$ cat src/rtl/pesw_pkg.sv
// ---------------------------------------------------------------------------
// pesw_pkg: shared types and microcode for the pes header writer
// byte source selects, branch conditions, step labels and the control store
// ---------------------------------------------------------------------------
package pesw_pkg;

  // configuration register indexes
  localparam logic [1:0] CFG_STREAM_ID     = 2'd0;
  localparam logic [1:0] CFG_START_CODE_ID = 2'd1;
  localparam logic [1:0] CFG_MAX_BUF_SIZE  = 2'd2;
  localparam logic [1:0] CFG_LPCM_FORMAT   = 2'd3;

  // beat kinds on in_tuser
  localparam logic KIND_HEADER  = 1'b0;
  localparam logic KIND_PAYLOAD = 1'b1;

  // stream id constants
  localparam logic [7:0] PRIV_STREAM_1 = 8'hbd;
  localparam logic [7:0] AUDIO_STREAM  = 8'hc0;
  localparam logic [7:0] SID_LPCM_MIN  = 8'ha0;
  localparam logic [7:0] SID_AC3_MIN   = 8'h40;
  localparam logic [5:0] MAX_STUFF     = 6'd32;

  // byte source selects
  localparam logic [4:0] SEL_ZERO    = 5'd0;
  localparam logic [4:0] SEL_ONE     = 5'd1;
  localparam logic [4:0] SEL_SCID    = 5'd2;
  localparam logic [4:0] SEL_PSZ_HI  = 5'd3;
  localparam logic [4:0] SEL_PSZ_LO  = 5'd4;
  localparam logic [4:0] SEL_H80     = 5'd5;
  localparam logic [4:0] SEL_FLAGS   = 5'd6;
  localparam logic [4:0] SEL_HLEN    = 5'd7;
  localparam logic [4:0] SEL_TS0     = 5'd8;
  localparam logic [4:0] SEL_TS1     = 5'd9;
  localparam logic [4:0] SEL_TS2     = 5'd10;
  localparam logic [4:0] SEL_TS3     = 5'd11;
  localparam logic [4:0] SEL_TS4     = 5'd12;
  localparam logic [4:0] SEL_H10     = 5'd13;
  localparam logic [4:0] SEL_BUF_HI  = 5'd14;
  localparam logic [4:0] SEL_BUF_LO  = 5'd15;
  localparam logic [4:0] SEL_HFF     = 5'd16;
  localparam logic [4:0] SEL_SID     = 5'd17;
  localparam logic [4:0] SEL_H07     = 5'd18;
  localparam logic [4:0] SEL_H04     = 5'd19;
  localparam logic [4:0] SEL_H0C     = 5'd20;
  localparam logic [4:0] SEL_LPCM    = 5'd21;
  localparam logic [4:0] SEL_FCNT    = 5'd22;
  localparam logic [4:0] SEL_TRL_HI  = 5'd23;
  localparam logic [4:0] SEL_TRL_LO  = 5'd24;

  // branch conditions
  localparam logic [3:0] C_NEVER           = 4'd0;
  localparam logic [3:0] C_ALWAYS          = 4'd1;
  localparam logic [3:0] C_NO_PTS          = 4'd2;
  localparam logic [3:0] C_NO_PTS_NO_FIRST = 4'd3;
  localparam logic [3:0] C_NO_DTS          = 4'd4;
  localparam logic [3:0] C_NO_DTS_NO_FIRST = 4'd5;
  localparam logic [3:0] C_NO_FIRST        = 4'd6;
  localparam logic [3:0] C_STUFF_LEFT      = 4'd7;
  localparam logic [3:0] C_NOT_PRIV        = 4'd8;
  localparam logic [3:0] C_SID_LT40        = 4'd9;
  localparam logic [3:0] C_SID_LTA0        = 4'd10;

  // step labels
  localparam logic [5:0] ST_START = 6'd0;
  localparam logic [5:0] ST_PSTD  = 6'd19;
  localparam logic [5:0] ST_FF    = 6'd22;
  localparam logic [5:0] ST_AC3   = 6'd30;
  localparam logic [5:0] ST_LAST  = 6'd32;
  localparam logic [5:0] PC_END   = 6'd63;

  typedef struct packed {
    logic [4:0] sel;
    logic       ts_dts;   // timestamp bytes come from dts
    logic [3:0] cond1;    // first branch, higher priority
    logic [5:0] tgt1;
    logic [3:0] cond2;
    logic [5:0] tgt2;
  } ucode_t;

  function automatic ucode_t pesw_ucode(input logic [5:0] pc);
    ucode_t w;
    w = '{SEL_ZERO, 1'b0, C_ALWAYS, PC_END, C_NEVER, PC_END};
    case (pc)
      6'd0:  w = '{SEL_ZERO,   1'b0, C_NEVER,           PC_END, C_NEVER,    PC_END};
      6'd1:  w = '{SEL_ZERO,   1'b0, C_NEVER,           PC_END, C_NEVER,    PC_END};
      6'd2:  w = '{SEL_ONE,    1'b0, C_NEVER,           PC_END, C_NEVER,    PC_END};
      6'd3:  w = '{SEL_SCID,   1'b0, C_NEVER,           PC_END, C_NEVER,    PC_END};
      6'd4:  w = '{SEL_PSZ_HI, 1'b0, C_NEVER,           PC_END, C_NEVER,    PC_END};
      6'd5:  w = '{SEL_PSZ_LO, 1'b0, C_NEVER,           PC_END, C_NEVER,    PC_END};
      6'd6:  w = '{SEL_H80,    1'b0, C_NEVER,           PC_END, C_NEVER,    PC_END};
      6'd7:  w = '{SEL_FLAGS,  1'b0, C_NEVER,           PC_END, C_NEVER,    PC_END};
      6'd8:  w = '{SEL_HLEN,   1'b0, C_NO_PTS_NO_FIRST, ST_FF,  C_NO_PTS,   ST_PSTD};
      6'd9:  w = '{SEL_TS0,    1'b0, C_NEVER,           PC_END, C_NEVER,    PC_END};
      6'd10: w = '{SEL_TS1,    1'b0, C_NEVER,           PC_END, C_NEVER,    PC_END};
      6'd11: w = '{SEL_TS2,    1'b0, C_NEVER,           PC_END, C_NEVER,    PC_END};
      6'd12: w = '{SEL_TS3,    1'b0, C_NEVER,           PC_END, C_NEVER,    PC_END};
      6'd13: w = '{SEL_TS4,    1'b0, C_NO_DTS_NO_FIRST, ST_FF,  C_NO_DTS,   ST_PSTD};
      6'd14: w = '{SEL_TS0,    1'b1, C_NEVER,           PC_END, C_NEVER,    PC_END};
      6'd15: w = '{SEL_TS1,    1'b1, C_NEVER,           PC_END, C_NEVER,    PC_END};
      6'd16: w = '{SEL_TS2,    1'b1, C_NEVER,           PC_END, C_NEVER,    PC_END};
      6'd17: w = '{SEL_TS3,    1'b1, C_NEVER,           PC_END, C_NEVER,    PC_END};
      6'd18: w = '{SEL_TS4,    1'b1, C_NO_FIRST,        ST_FF,  C_NEVER,    PC_END};
      6'd19: w = '{SEL_H10,    1'b0, C_NEVER,           PC_END, C_NEVER,    PC_END};
      6'd20: w = '{SEL_BUF_HI, 1'b0, C_NEVER,           PC_END, C_NEVER,    PC_END};
      6'd21: w = '{SEL_BUF_LO, 1'b0, C_NEVER,           PC_END, C_NEVER,    PC_END};
      6'd22: w = '{SEL_HFF,    1'b0, C_STUFF_LEFT,      ST_FF,  C_NOT_PRIV, PC_END};
      6'd23: w = '{SEL_SID,    1'b0, C_SID_LT40,        PC_END, C_SID_LTA0, ST_AC3};
      6'd24: w = '{SEL_H07,    1'b0, C_NEVER,           PC_END, C_NEVER,    PC_END};
      6'd25: w = '{SEL_ZERO,   1'b0, C_NEVER,           PC_END, C_NEVER,    PC_END};
      6'd26: w = '{SEL_H04,    1'b0, C_NEVER,           PC_END, C_NEVER,    PC_END};
      6'd27: w = '{SEL_H0C,    1'b0, C_NEVER,           PC_END, C_NEVER,    PC_END};
      6'd28: w = '{SEL_LPCM,   1'b0, C_NEVER,           PC_END, C_NEVER,    PC_END};
      6'd29: w = '{SEL_H80,    1'b0, C_ALWAYS,          PC_END, C_NEVER,    PC_END};
      6'd30: w = '{SEL_FCNT,   1'b0, C_NEVER,           PC_END, C_NEVER,    PC_END};
      6'd31: w = '{SEL_TRL_HI, 1'b0, C_NEVER,           PC_END, C_NEVER,    PC_END};
      6'd32: w = '{SEL_TRL_LO, 1'b0, C_ALWAYS,          PC_END, C_NEVER,    PC_END};
      default: w = '{SEL_ZERO, 1'b0, C_ALWAYS,          PC_END, C_NEVER,    PC_END};
    endcase
    return w;
  endfunction

endpackage

$ cat src/rtl/pes_header_writer.sv
// ---------------------------------------------------------------------------
// pes_header_writer: mpeg-2 pes packetizer for one elementary stream
// a header beat expands into the pes header byte run, a payload beat
// passes one byte through
// ---------------------------------------------------------------------------
// A payload beat (in_tuser = 1) appears on the output register the next cycle
// with its tlast. A header beat (in_tuser = 0) is latched, then a microcoded
// sequencer walks a 33-step control store and emits one header byte per cycle
// unless the output stalls: start code, packet length, marker, flags, header
// data length, pts/dts, p-std buffer extension, 0xff plus up to 32 stuffing
// bytes, and the private stream 1 sub-header. A header of 10 to 62 bytes
// leaves through the single byte-wide output register that the sequencer
// feeds; output stalls simply hold the step counter. The next beat is taken
// once the last header byte is loaded and the output register is free.
// Configuration is written through cfg_we/cfg_addr/cfg_wdata; the user must
// do so only while the block is idle, which the block does not enforce.
// ---------------------------------------------------------------------------
module pes_header_writer
  import pesw_pkg::*;
(
  input  logic         clk,
  input  logic         rst_n,
  // config write port
  input  logic         cfg_we,
  input  logic [1:0]   cfg_addr,
  input  logic [19:0]  cfg_wdata,
  // input beats
  input  logic         in_tvalid,
  output logic         in_tready,
  // [0] pts_valid, [33:1] pts, [66:34] dts, [74:67] header length,
  // [90:75] packet length, [96:91] stuffing count, [112:97] trailer size,
  // [120:113] frame_count, [121] first_packet, [129:122] data_byte, zero pad
  input  logic [135:0] in_tdata,
  input  logic         in_tuser,   // [0] kind
  input  logic         in_tlast,   // data_last
  // output beats
  output logic         out_tvalid,
  input  logic         out_tready,
  output logic [7:0]   out_tdata,  // [7:0] out_byte
  output logic         out_tlast   // last
);

  // configuration registers
  logic [7:0]  stream_id_r;
  logic [7:0]  start_code_id_r;
  logic [19:0] max_buf_size_r;
  logic [7:0]  lpcm_format_r;

  // sequencer control
  logic        busy_r;
  logic [5:0]  pc_r;
  logic [5:0]  pc_nxt;
  logic [5:0]  cnt_r;         // stuffing bytes still to send

  // latched header fields
  logic [32:0] pts_r;
  logic [32:0] dts_r;
  logic        has_pts_r;
  logic        has_dts_r;
  logic        first_r;
  logic [15:0] psize_r;
  logic [7:0]  hlen_r;
  logic [15:0] trailer_r;
  logic [7:0]  fcnt_r;

  // output register
  logic        out_valid_r;
  logic [7:0]  out_byte_r;
  logic        out_last_r;
  logic        out_valid_nxt;
  logic [7:0]  out_byte_nxt;
  logic        out_last_nxt;

  // input field views
  logic        f_pts_valid;
  logic [32:0] f_pts;
  logic [32:0] f_dts;
  logic [7:0]  f_hdr_len;
  logic [15:0] f_pkt_size;
  logic [5:0]  f_stuffing;
  logic [15:0] f_trailer;
  logic [7:0]  f_frame_count;
  logic        f_first;
  logic [7:0]  f_data_byte;
  logic [5:0]  stuff_sat;

  logic        out_free;
  logic        in_acc;
  logic        step_fire;
  logic        step_last;
  ucode_t      cw;
  logic        jmp1;
  logic        jmp2;
  logic [32:0] ts;
  logic [3:0]  ts_prefix;
  logic [15:0] buf_word;
  logic [7:0]  flags;
  logic [7:0]  step_byte;

  assign f_pts_valid   = in_tdata[0];
  assign f_pts         = in_tdata[33:1];
  assign f_dts         = in_tdata[66:34];
  assign f_hdr_len     = in_tdata[74:67];
  assign f_pkt_size    = in_tdata[90:75];
  assign f_stuffing    = in_tdata[96:91];
  assign f_trailer     = in_tdata[112:97];
  assign f_frame_count = in_tdata[120:113];
  assign f_first       = in_tdata[121];
  assign f_data_byte   = in_tdata[129:122];

  // stuffing saturates at 32 in both the byte count and the length byte
  assign stuff_sat = (f_stuffing > MAX_STUFF) ? MAX_STUFF : f_stuffing;

  // handshake
  assign out_free  = !out_valid_r || out_tready;
  assign in_tready = !busy_r && out_free;
  assign in_acc    = in_tvalid && in_tready;
  assign step_fire = busy_r && out_free;

  // control word and branch evaluation
  assign cw = pesw_ucode(pc_r);

  function automatic logic cond_true(input logic [3:0] c, input logic has_pts,
                                     input logic has_dts, input logic first,
                                     input logic stuff_left, input logic priv,
                                     input logic [7:0] sid);
    logic r;
    case (c)
      C_NEVER:           r = 1'b0;
      C_ALWAYS:          r = 1'b1;
      C_NO_PTS:          r = !has_pts;
      C_NO_PTS_NO_FIRST: r = !has_pts && !first;
      C_NO_DTS:          r = !has_dts;
      C_NO_DTS_NO_FIRST: r = !has_dts && !first;
      C_NO_FIRST:        r = !first;
      C_STUFF_LEFT:      r = stuff_left;
      C_NOT_PRIV:        r = !priv;
      C_SID_LT40:        r = sid < SID_AC3_MIN;
      C_SID_LTA0:        r = sid < SID_LPCM_MIN;
      default:           r = 1'b0;
    endcase
    return r;
  endfunction

  assign jmp1 = cond_true(cw.cond1, has_pts_r, has_dts_r, first_r, cnt_r != 6'd0,
                          start_code_id_r == PRIV_STREAM_1, stream_id_r);
  assign jmp2 = cond_true(cw.cond2, has_pts_r, has_dts_r, first_r, cnt_r != 6'd0,
                          start_code_id_r == PRIV_STREAM_1, stream_id_r);

  always_comb begin
    if (jmp1) begin
      pc_nxt = cw.tgt1;
    end else if (jmp2) begin
      pc_nxt = cw.tgt2;
    end else begin
      pc_nxt = 6'(pc_r + 6'd1);
    end
  end

  assign step_last = (pc_nxt == PC_END);

  // datapath: timestamp in marker-bit form, buffer extension, flags
  assign ts        = cw.ts_dts ? dts_r : pts_r;
  assign ts_prefix = cw.ts_dts ? 4'h1 : (has_dts_r ? 4'h3 : 4'h2);
  // audio scales the buffer size by 128, everything else by 1024
  assign buf_word  = (stream_id_r == AUDIO_STREAM)
                   ? (16'h4000 | {3'b000, max_buf_size_r[19:7]})
                   : (16'h6000 | {6'b000000, max_buf_size_r[19:10]});
  assign flags     = {has_pts_r, has_dts_r, 5'b00000, first_r};

  always_comb begin
    case (cw.sel)
      SEL_ZERO:   step_byte = 8'h00;
      SEL_ONE:    step_byte = 8'h01;
      SEL_SCID:   step_byte = start_code_id_r;
      SEL_PSZ_HI: step_byte = psize_r[15:8];
      SEL_PSZ_LO: step_byte = psize_r[7:0];
      SEL_H80:    step_byte = 8'h80;
      SEL_FLAGS:  step_byte = flags;
      SEL_HLEN:   step_byte = hlen_r;
      SEL_TS0:    step_byte = {ts_prefix, ts[32:30], 1'b1};
      SEL_TS1:    step_byte = ts[29:22];
      SEL_TS2:    step_byte = {ts[21:15], 1'b1};
      SEL_TS3:    step_byte = ts[14:7];
      SEL_TS4:    step_byte = {ts[6:0], 1'b1};
      SEL_H10:    step_byte = 8'h10;
      SEL_BUF_HI: step_byte = buf_word[15:8];
      SEL_BUF_LO: step_byte = buf_word[7:0];
      SEL_HFF:    step_byte = 8'hff;
      SEL_SID:    step_byte = stream_id_r;
      SEL_H07:    step_byte = 8'h07;
      SEL_H04:    step_byte = 8'h04;
      SEL_H0C:    step_byte = 8'h0c;
      SEL_LPCM:   step_byte = lpcm_format_r;
      SEL_FCNT:   step_byte = fcnt_r;
      SEL_TRL_HI: step_byte = trailer_r[15:8];
      SEL_TRL_LO: step_byte = trailer_r[7:0];
      default:    step_byte = 8'h00;
    endcase
  end

  // output register: loaded by a sequencer step or by a payload beat
  always_comb begin
    out_valid_nxt = out_valid_r;
    out_byte_nxt  = out_byte_r;
    out_last_nxt  = out_last_r;
    if (out_valid_r && out_tready) begin
      out_valid_nxt = 1'b0;
    end
    if (step_fire) begin
      out_valid_nxt = 1'b1;
      out_byte_nxt  = step_byte;
      out_last_nxt  = step_last;
    end else if (in_acc && in_tuser == KIND_PAYLOAD) begin
      out_valid_nxt = 1'b1;
      out_byte_nxt  = f_data_byte;
      out_last_nxt  = in_tlast;
    end
  end

  // control state
  always_ff @(posedge clk) begin
    if (!rst_n) begin
      busy_r          <= 1'b0;
      pc_r            <= ST_START;
      out_valid_r     <= 1'b0;
      stream_id_r     <= 8'd192;
      start_code_id_r <= 8'd192;
      max_buf_size_r  <= 20'd4096;
      lpcm_format_r   <= 8'd1;
    end else begin
      out_valid_r <= out_valid_nxt;
      if (in_acc && in_tuser == KIND_HEADER) begin
        busy_r <= 1'b1;
        pc_r   <= ST_START;
      end else if (step_fire) begin
        pc_r <= pc_nxt;
        if (step_last) begin
          busy_r <= 1'b0;
        end
      end
      if (cfg_we) begin
        case (cfg_addr)
          CFG_STREAM_ID:     stream_id_r     <= cfg_wdata[7:0];
          CFG_START_CODE_ID: start_code_id_r <= cfg_wdata[7:0];
          CFG_MAX_BUF_SIZE:  max_buf_size_r  <= cfg_wdata;
          CFG_LPCM_FORMAT:   lpcm_format_r   <= cfg_wdata[7:0];
          default:           lpcm_format_r   <= lpcm_format_r;
        endcase
      end
    end
  end

  // header fields and output payload
  always_ff @(posedge clk) begin
    out_byte_r <= out_byte_nxt;
    out_last_r <= out_last_nxt;
    if (in_acc && in_tuser == KIND_HEADER) begin
      pts_r     <= f_pts;
      dts_r     <= f_dts;
      has_pts_r <= f_pts_valid;
      has_dts_r <= f_pts_valid && (f_dts != f_pts);
      first_r   <= f_first;
      psize_r   <= f_pkt_size;
      hlen_r    <= 8'(f_hdr_len - 8'd3 + {2'b00, stuff_sat});
      trailer_r <= 16'(f_trailer + 16'd1);
      fcnt_r    <= f_frame_count;
      cnt_r     <= stuff_sat;
    end else if (step_fire && pc_r == ST_FF && jmp1) begin
      cnt_r <= 6'(cnt_r - 6'd1);
    end
  end

  assign out_tvalid = out_valid_r;
  assign out_tdata  = out_byte_r;
  assign out_tlast  = out_last_r;

`ifndef SYNTHESIS
  // the step counter never rests outside the program while a header runs
  a_pc_in_range: assert property (@(posedge clk) disable iff (!rst_n)
    busy_r |-> (pc_r <= ST_LAST))
    else $error("sequencer step out of program");

  // the end of a header run leaves its final byte waiting, marked last
  a_end_marks_last: assert property (@(posedge clk) disable iff (!rst_n)
    ($fell(busy_r) && $past(rst_n)) |-> (out_valid_r && out_last_r))
    else $error("header run ended without a last byte");

  // the stuffing count only moves on the 0xff step
  a_stuff_step: assert property (@(posedge clk) disable iff (!rst_n)
    (busy_r && $past(busy_r) && !$stable(cnt_r)) |-> ($past(pc_r) == ST_FF))
    else $error("stuffing count changed outside the stuffing step");

  // a payload beat shows up on the output register right away
  a_payload_out: assert property (@(posedge clk) disable iff (!rst_n)
    (in_acc && in_tuser == KIND_PAYLOAD) |=> out_valid_r)
    else $error("payload beat not registered");
`endif

endmodule
$ cat config.mk
export PLATFORM = sky130hd
export DESIGN_NAME = pes_header_writer
export DESIGN_NICKNAME = d
export VERILOG_FILES = /design/src/rtl/pesw_pkg.sv /design/src/rtl/pes_header_writer.sv
export SDC_FILE = /design/constraint.sdc
export NUM_CORES = 1
export LEC_CHECK = 0
export ABC_AREA = 1
export BUFFER_PORTS_ARGS = -buffer_cell sky130_fd_sc_hd__buf_2
export CAP_MARGIN = 20
export CELL_PAD_IN_SITES_DETAIL_PLACEMENT = 0
export CELL_PAD_IN_SITES_GLOBAL_PLACEMENT = 2
export CORE_AREA = 3 3 171 173
export CTS_BUF_LIST = sky130_fd_sc_hd__clkbuf_4 sky130_fd_sc_hd__clkbuf_8
export DETAILED_ROUTE_END_ITERATION = 16
export DIE_AREA = 0 0 174 176
export PLACE_DENSITY = 0.91
export SYNTH_ARGS = -nofsm -noshare
export SYNTH_HDL_FRONTEND = slang
export SYNTH_SLANG_ARGS = --single-unit
export TNS_END_PERCENT = 30
$ cat constraint.sdc
create_clock -name clk -period 5.3 [get_ports clk]
set_input_delay 0.53 -clock clk [delete_from_list [all_inputs] [get_ports clk]]
set_output_delay 0.53 -clock clk [all_outputs]
set_load 0.01 [all_outputs]
Word-level counts from Yosys, hierarchy flattened
Memory sizes are Yosys's and may differ from the RTL's. A register that Yosys moved wholly into a read port is not among the register bits.
Index checks and enable logic that the tools add are counted.
W data, S select, Z words.
{ "totals": {"ff_bits": 184, "romBits": 1280, "input_bits": 165, "out_inout_bits": 11, "memories": 1} }
{ "memory_table": {"columns": ["memory", "depth", "word_bits", "rd", "rd_clocked_by_memory_dff", "wr", "line_no", "source"], "rows": [
  ["(no name shown)", 64, 20, 1, 1, 0, "pesw_pkg.sv:84", "case (pc)"]
]} }
{ "op_classes": {"add_sub_neg": 5, "n_lt_le_gt_ge": 3, "eq_ne": 52, "n_mux": 24, "bitwise": 2, "n_reduce_logical": 31} }
{ "ops": {"columns": ["operator", "n"], "rows": [
  ["$pmux W8 S24", 1],
  ["$eq A5 B5 Y1 const B", 9],
  ["$mux W6", 7],
  ["$eq A5 B4 Y1 const B", 8],
  ["$mux W33", 1],
  ["$ne A33 B33 Y1", 1],
  ["$eq A4 B3 Y1 const B", 8],
  ["$eq A4 B4 Y1 const B", 6],
  ["$eq A5 B3 Y1 const B", 4],
  ["$pmux W1 S10", 2],
  ["$add A16 B1 Y16 const B", 1],
  ["$eq A4 B2 Y1 const B", 4],
  ["$eq A8 B8 Y1 const B", 2],
  ["$mux W8", 2],
  ["$mux W14", 1],
  ["$logic_and A1 B1 Y1", 11],
  ["$eq A5 B2 Y1 const B", 2],
  ["$reduce_and A2 Y1", 5],
  ["$mux W1", 9],
  ["$add A8 B6 Y8", 1],
  ["$eq A4 B1 Y1 const B", 2],
  ["$lt A8 B7 Y1 const B", 1],
  ["$lt A8 B8 Y1 const B", 1],
  ["$reduce_bool A2 Y1", 4],
  ["other kinds (17)", 24]
]} }

Logic depth before layout (Yosys ltp)
{ "logic_depth": {"word_depth": 9, "ltp_mapped": 21, "mapped_depth_nobuf": 21} }

Least setup slack after synthesis
No wires, ideal clock.
{ "synth_path": {"path_kind": "input to register", "startpoint": "input port out_tready", "endpoint": "register, netlist name cw[23]", "setup_ps": 112, "arrival_time_ps": 4002, "t_required_ps": 5188, "setup_slack_ps": 1186, "path_stages": 16, "path_cell_list": "inv_1 a21oi_2 nand2_1 nor2_4 inv_1 nand2_1 inv_1 nand3_1 inv_1 ha_1 inv_1 nand2_1 inv_1 o21ai_1 nand2_1 nand2_1"} }
{ "synth_via": {"elab_chain_len": 6, "elab_cells_between_ends": 8, "classes_between": "mux (2); reduce/logical (6)"} }
{ "synth_lines": {"columns": ["element", "line_no", "source"], "rows": [
  ["start: declaration", "pes_header_writer.sv:38", "input logic out_tready,"],
  ["$logic_or A1 B1 Y1", "pes_header_writer.sv:115", "assign out_free = !out_valid_r || out_tready;"],
  ["$logic_and A1 B1 Y1", "pes_header_writer.sv:116", "assign in_tready = !busy_r && out_free;"],
  ["named net in_tready", "pes_header_writer.sv:29", "output logic in_tready,"],
  ["$logic_and A1 B1 Y1", "pes_header_writer.sv:117", "assign in_acc = in_tvalid && in_tready;"],
  ["$logic_and A1 B1 Y1", "pes_header_writer.sv:233", "if (in_acc && in_tuser == KIND_HEADER) begin"],
  ["$reduce_or A2 Y1 (no source line)", null, null],
  ["$mux W6 (no source line)", null, null]
]} }
The timed path passes the listed nets, and every way through them passes these cells.
A chain may end at the register's enable or synchronous reset.

Worst setup path in the final report
{ "layout_path": {"startpoint": "register, netlist name cw[20]", "endpoint": "register out_byte_r[5] (netlist: out_tdata[5]), data pin"} }
{ "layout_via": {"elab_chain_len": 3, "elab_cells_between_ends": 4, "classes_between": "mux (4)"} }
{ "layout_lines": {"columns": ["element", "line_no", "source"], "rows": [
  ["$mux W33 or $mux W2 (tied branches)", "pes_header_writer.sv:163, pes_header_writer.sv:164", null],
  ["$pmux W8 S24 *", "pes_header_writer.sv:172", "case (cw.sel)"],
  ["$mux W8 *", "pes_header_writer.sv:210", "if (step_fire) begin"],
  ["named net out_byte_nxt[5]", "pes_header_writer.sv:71", "logic [7:0] out_byte_nxt;"],
  ["end signal: assignment", "pes_header_writer.sv:256", "out_byte_r <= out_byte_nxt;"],
  ["end: declaration", "pes_header_writer.sv:68", "logic [7:0] out_byte_r;"]
]} }
The timed path passes the listed nets; every way through them passes the cells marked *.

==> impl_metrics.yaml <==
cts:
  tritoncts: "yes"
  cts_buffer_depth: 2
  clkTransAtPathRegs_ps: 120
  cts_made_buffers: 17
  htree_num_levels: 4
  cts_root_buffer: "clkbuf_8"
  ctsHoldBuffers: 0
  cts_sinks: 194
  clk_latency_ps: 480
  ctsResizeCount: 0
  post-cts-setup-buffer-count: 0
global_routing:
  grt_max_degree: 72
  met2_usage_pct: 29.33
  grt.met3_usage_pct: 3.699
  use_met1_pct: 26.96
  grt_pass1_wl_um: 43790
  busiest_layer: "met2"
  grt_usage_pct: 18.74
  overflow: 0
  antenna_found_initial: 0
  grt_pass1_vias: 7600
hold_path:
  holdCritPathClass: "primary input to flop"
placed_design:
  dpl.cell_count: 1613
  port_buffers: 169
  dpl.hpwl_um: 22710
  routabilityCongestion: 0.9156
logic_synthesis:
  synth_edf_count: 132
  seq_area_frac_synth_pct: 53.35
  synthSimpleGateAreaFrac_pct: 21.21
  synth_mux_area_share_pct: 0.3335
  netlist_area_mm2: 0.009756
  postSynth.asyncResetShare_pct: 0
  ys_seq_elements: 194
  syn_avg_cell_area_um2: 9.016
  synth_area_leaders: "edfxtp_1 41%, dfxtp_1 13%, nand2_1 10%, inv_1 4.9%, a21oi_1 3.6%"
  synth_fa_ha_area_share_pct: 3.155
  synth_compound_area_share_pct: 10.59
  yosys.area.top_type: "edfxtp_1"
  ys_types: 52
  synth_top_family_by_area: "simple AND/OR/NAND/NOR gates"
  yosysWarnings: 0
  synth-main-ff-cell: "edfxtp_1"
  synth-xor-area-share_pct: 5.117
  synth_top_area_share_pct: 40.63
  syn_nets: 1271
  synthCells: 1082
timing:
  final.setup.tns_ps: 0
  setup_viol: 0
  fmax_mhz: 311.4
  maxSlewViolCount: 0
  slew-limit-headroom_pct: 30.65
  hold_viol: 0
  fin_crit_ps: 3211
  skew_ps: 16.42
  worstMarginPinSlew_ps: 1014
  rsz0062_at_grt: "false"
  fin_crit_sh_pct: 60.59
worst_setup_path:
  cp_slowest_cell: "inv_1"
  cp.required_ps: 5520
  cp_cell_sequence: "buf_4 -> inv_1 -> nand2_1 -> a21oi_1 -> a21oi_1 -> o211ai_1 -> a21oi_1 -> nand3_1 -> o21ai_0 -> nand2_1"
  endpoint_kind: "flop"
  path_buf_inv: 2
  slowest_delay_ps: 560
  cp-start-kind: "flop"
  crit_family: "compound AO/OA/AOI/OAI gates"
  crit_fanout: 36
  cp.arrival_ps: 3430
  path_common_cell: "a21oi_1"
  criticalPathCategory: "flop to flop"
pwr:
  p_int_w: 0.002320
  p_leak_nw: 4.954
  powerDensity_mw_per_mm2: 293.1
  clock_power_share_pct: 31.7
  p_sw_share_pct: 30.98
  ir_drop_v: 0.0001452
  comb_power_share_pct: 15.9
  power.switching_w: 0.001041
  p_seq_share_pct: 52.3
routing:
  vias_per_cell: 4.822
  antenna_left: 0
  firstDrtPassIters: 5
  drt-initial-drc-count: 779
  drc: 0
  wirelength_um: 28940
  wl_per_cell_um: 17.58
  route.vias.total: 7937
job:
  drv_cap: 0
floorplanning:
  row_count: 61
  core_mm2: 0.02778
  die_y_um: 176
  dieArea_mm2: 0.03062
  initial_core_util_pct: 35.12
  io_pins: 176
  die_w_um: 174
final_layout:
  final_nets: 1444
  layout.cells.non_filler: 1646
  area_delta_synth_final_pct: 17.56
  diodes: 0
  drive_gt1_share_pct: 19.95
run_status:
  outcome: "complete, no violations"
[synthesized netlist by cell type, drive strengths merged, types with 6 or more instances]
master and instances:
a21oi 73, a22o 6, clkbuf 15, dfxtp 62
edfxtp 132, ha 23, inv 134, nand2 283
nand3 47, nand4 21, nor2 85, nor3 18
nor4 8, o211ai 9, o21ai 69, xnor2 20
xor2 37
[per-layer routing]
metal  wire length, um  vias up
met4               412        0
met5                 0        -
met1             13390     3674
met3              2012       22
li1                  -     3975
met2             13130      266
[layout make-up]
| class | instances | area (um2) |
|---|---|---|
| inverters | 136 | 515.5 |
| fillers | 2842 | 16310 |
| multi-input cells | 732 | 3943 |
| repair buffers | 174 | 883.3 |
| clock buffers | 17 | 234.0 |
| clock inverters | 15 | 215.2 |
| well taps | 378 | 473.0 |
| flip-flops and latches | 194 | 5205 |
[worst reg2reg max path: cells and delay by family (launching register included)]
kind / cells / cell delay, ps
buffers and inverters: 2 / 950
AO/OA/AOI/OAI: 5 / 1240
flip-flops: 1 / 340
AND/OR/NAND/NOR: 3 / 440
[power by group through the flow]
stage | sequential [W] | clock [W] | combinational (W)
2_1_floorplan | 0.00178 | 0 | 0.000325
3_3_place_gp | 0.00179 | 0 | 0.000533
3_5_place_dp | 0.00179 | 0 | 0.000535
4_1_cts | 0.00176 | 0.00109 | 0.000539
5_1_grt | 0.00177 | 0.00115 | 0.000604
6_report | 0.00176 | 0.00107 | 0.000535
[placed cells by master (no fill, tap or decap), drive strengths merged, types with 7 or more instances in the layout]
cell,count
nand2,283
buf,173
inv,143
edfxtp,132
nor2,85
a21oi,73
o21ai,69
dfxtp,62
nand3,47
xor2,37
ha,23
nand4,21
xnor2,20
clkbuf,18
nor3,18
o211ai,9
nor4,8
clkinv,7
[state kept, by name (all words and copies together), names as in the netlist]
| name | cells |
|---|---|
| dts_r | 33 |
| trailer_r | 16 |
| psize_r | 16 |
| first_r | 1 |
| busy_r | 1 |
| lpcm_format_r | 8 |
| out_tlast | 1 |
| has_pts_r | 1 |
| cw | 17 |
| start_code_id_r | 8 |
| stream_id_r | 8 |
| cnt_r | 6 |
| out_tvalid | 1 |
| out_tdata | 8 |
| pts_r | 33 |
| hlen_r | 8 |
| has_dts_r | 1 |
| max_buf_size_r | 13 |
| fcnt_r | 8 |
| pc_r | 6 |
[path summary, 6_finish.rpt]
kind	from	end	slack, ps	cells past startpoint
max	cw[20]	out_tdata[5]	2090	10
min	in_tdata[89]	psize_r[14]	220	1
max reg2reg	cw[20]	out_tdata[5]	2090	10
min reg2reg	lpcm_format_r[1]	lpcm_format_r[1]	470	2
[stage by stage]
| step | utilization (%) | cell area, um2 | power [W] | setup WS [ps] | hold slack [ps] |
|---|---|---|---|---|---|
| CTS | 41.25 | 11460 | 0.003390 | 2123 | 198.0 |
| global route | 41.28 | 11470 | 0.003524 | 1860 | 193.5 |
| floorplan | - | 9756 | 0.002109 | 1186 | 424.7 |
| detailed placement | 39.64 | 11010 | 0.002328 | 2147 | 450.0 |
| global placement | 39.64 | 11010 | 0.002324 | 2182 | 445.6 |
| finish | 41.28 | 11470 | 0.003361 | 2089 | 219.5 |
[kinds of logic (layout without fill, tap and decap cells)]
family	after synthesis	count (layout)
and+or+nand+nor	470	470
DFF	194	194
AOI/OAI and AO/OA	178	178
buffers and inverters	156	342
xor gates and xnor gates	57	57
adders and majority gates	24	24
muxes	3	3
No activity file was read; power rests on OpenSTA's default activity.
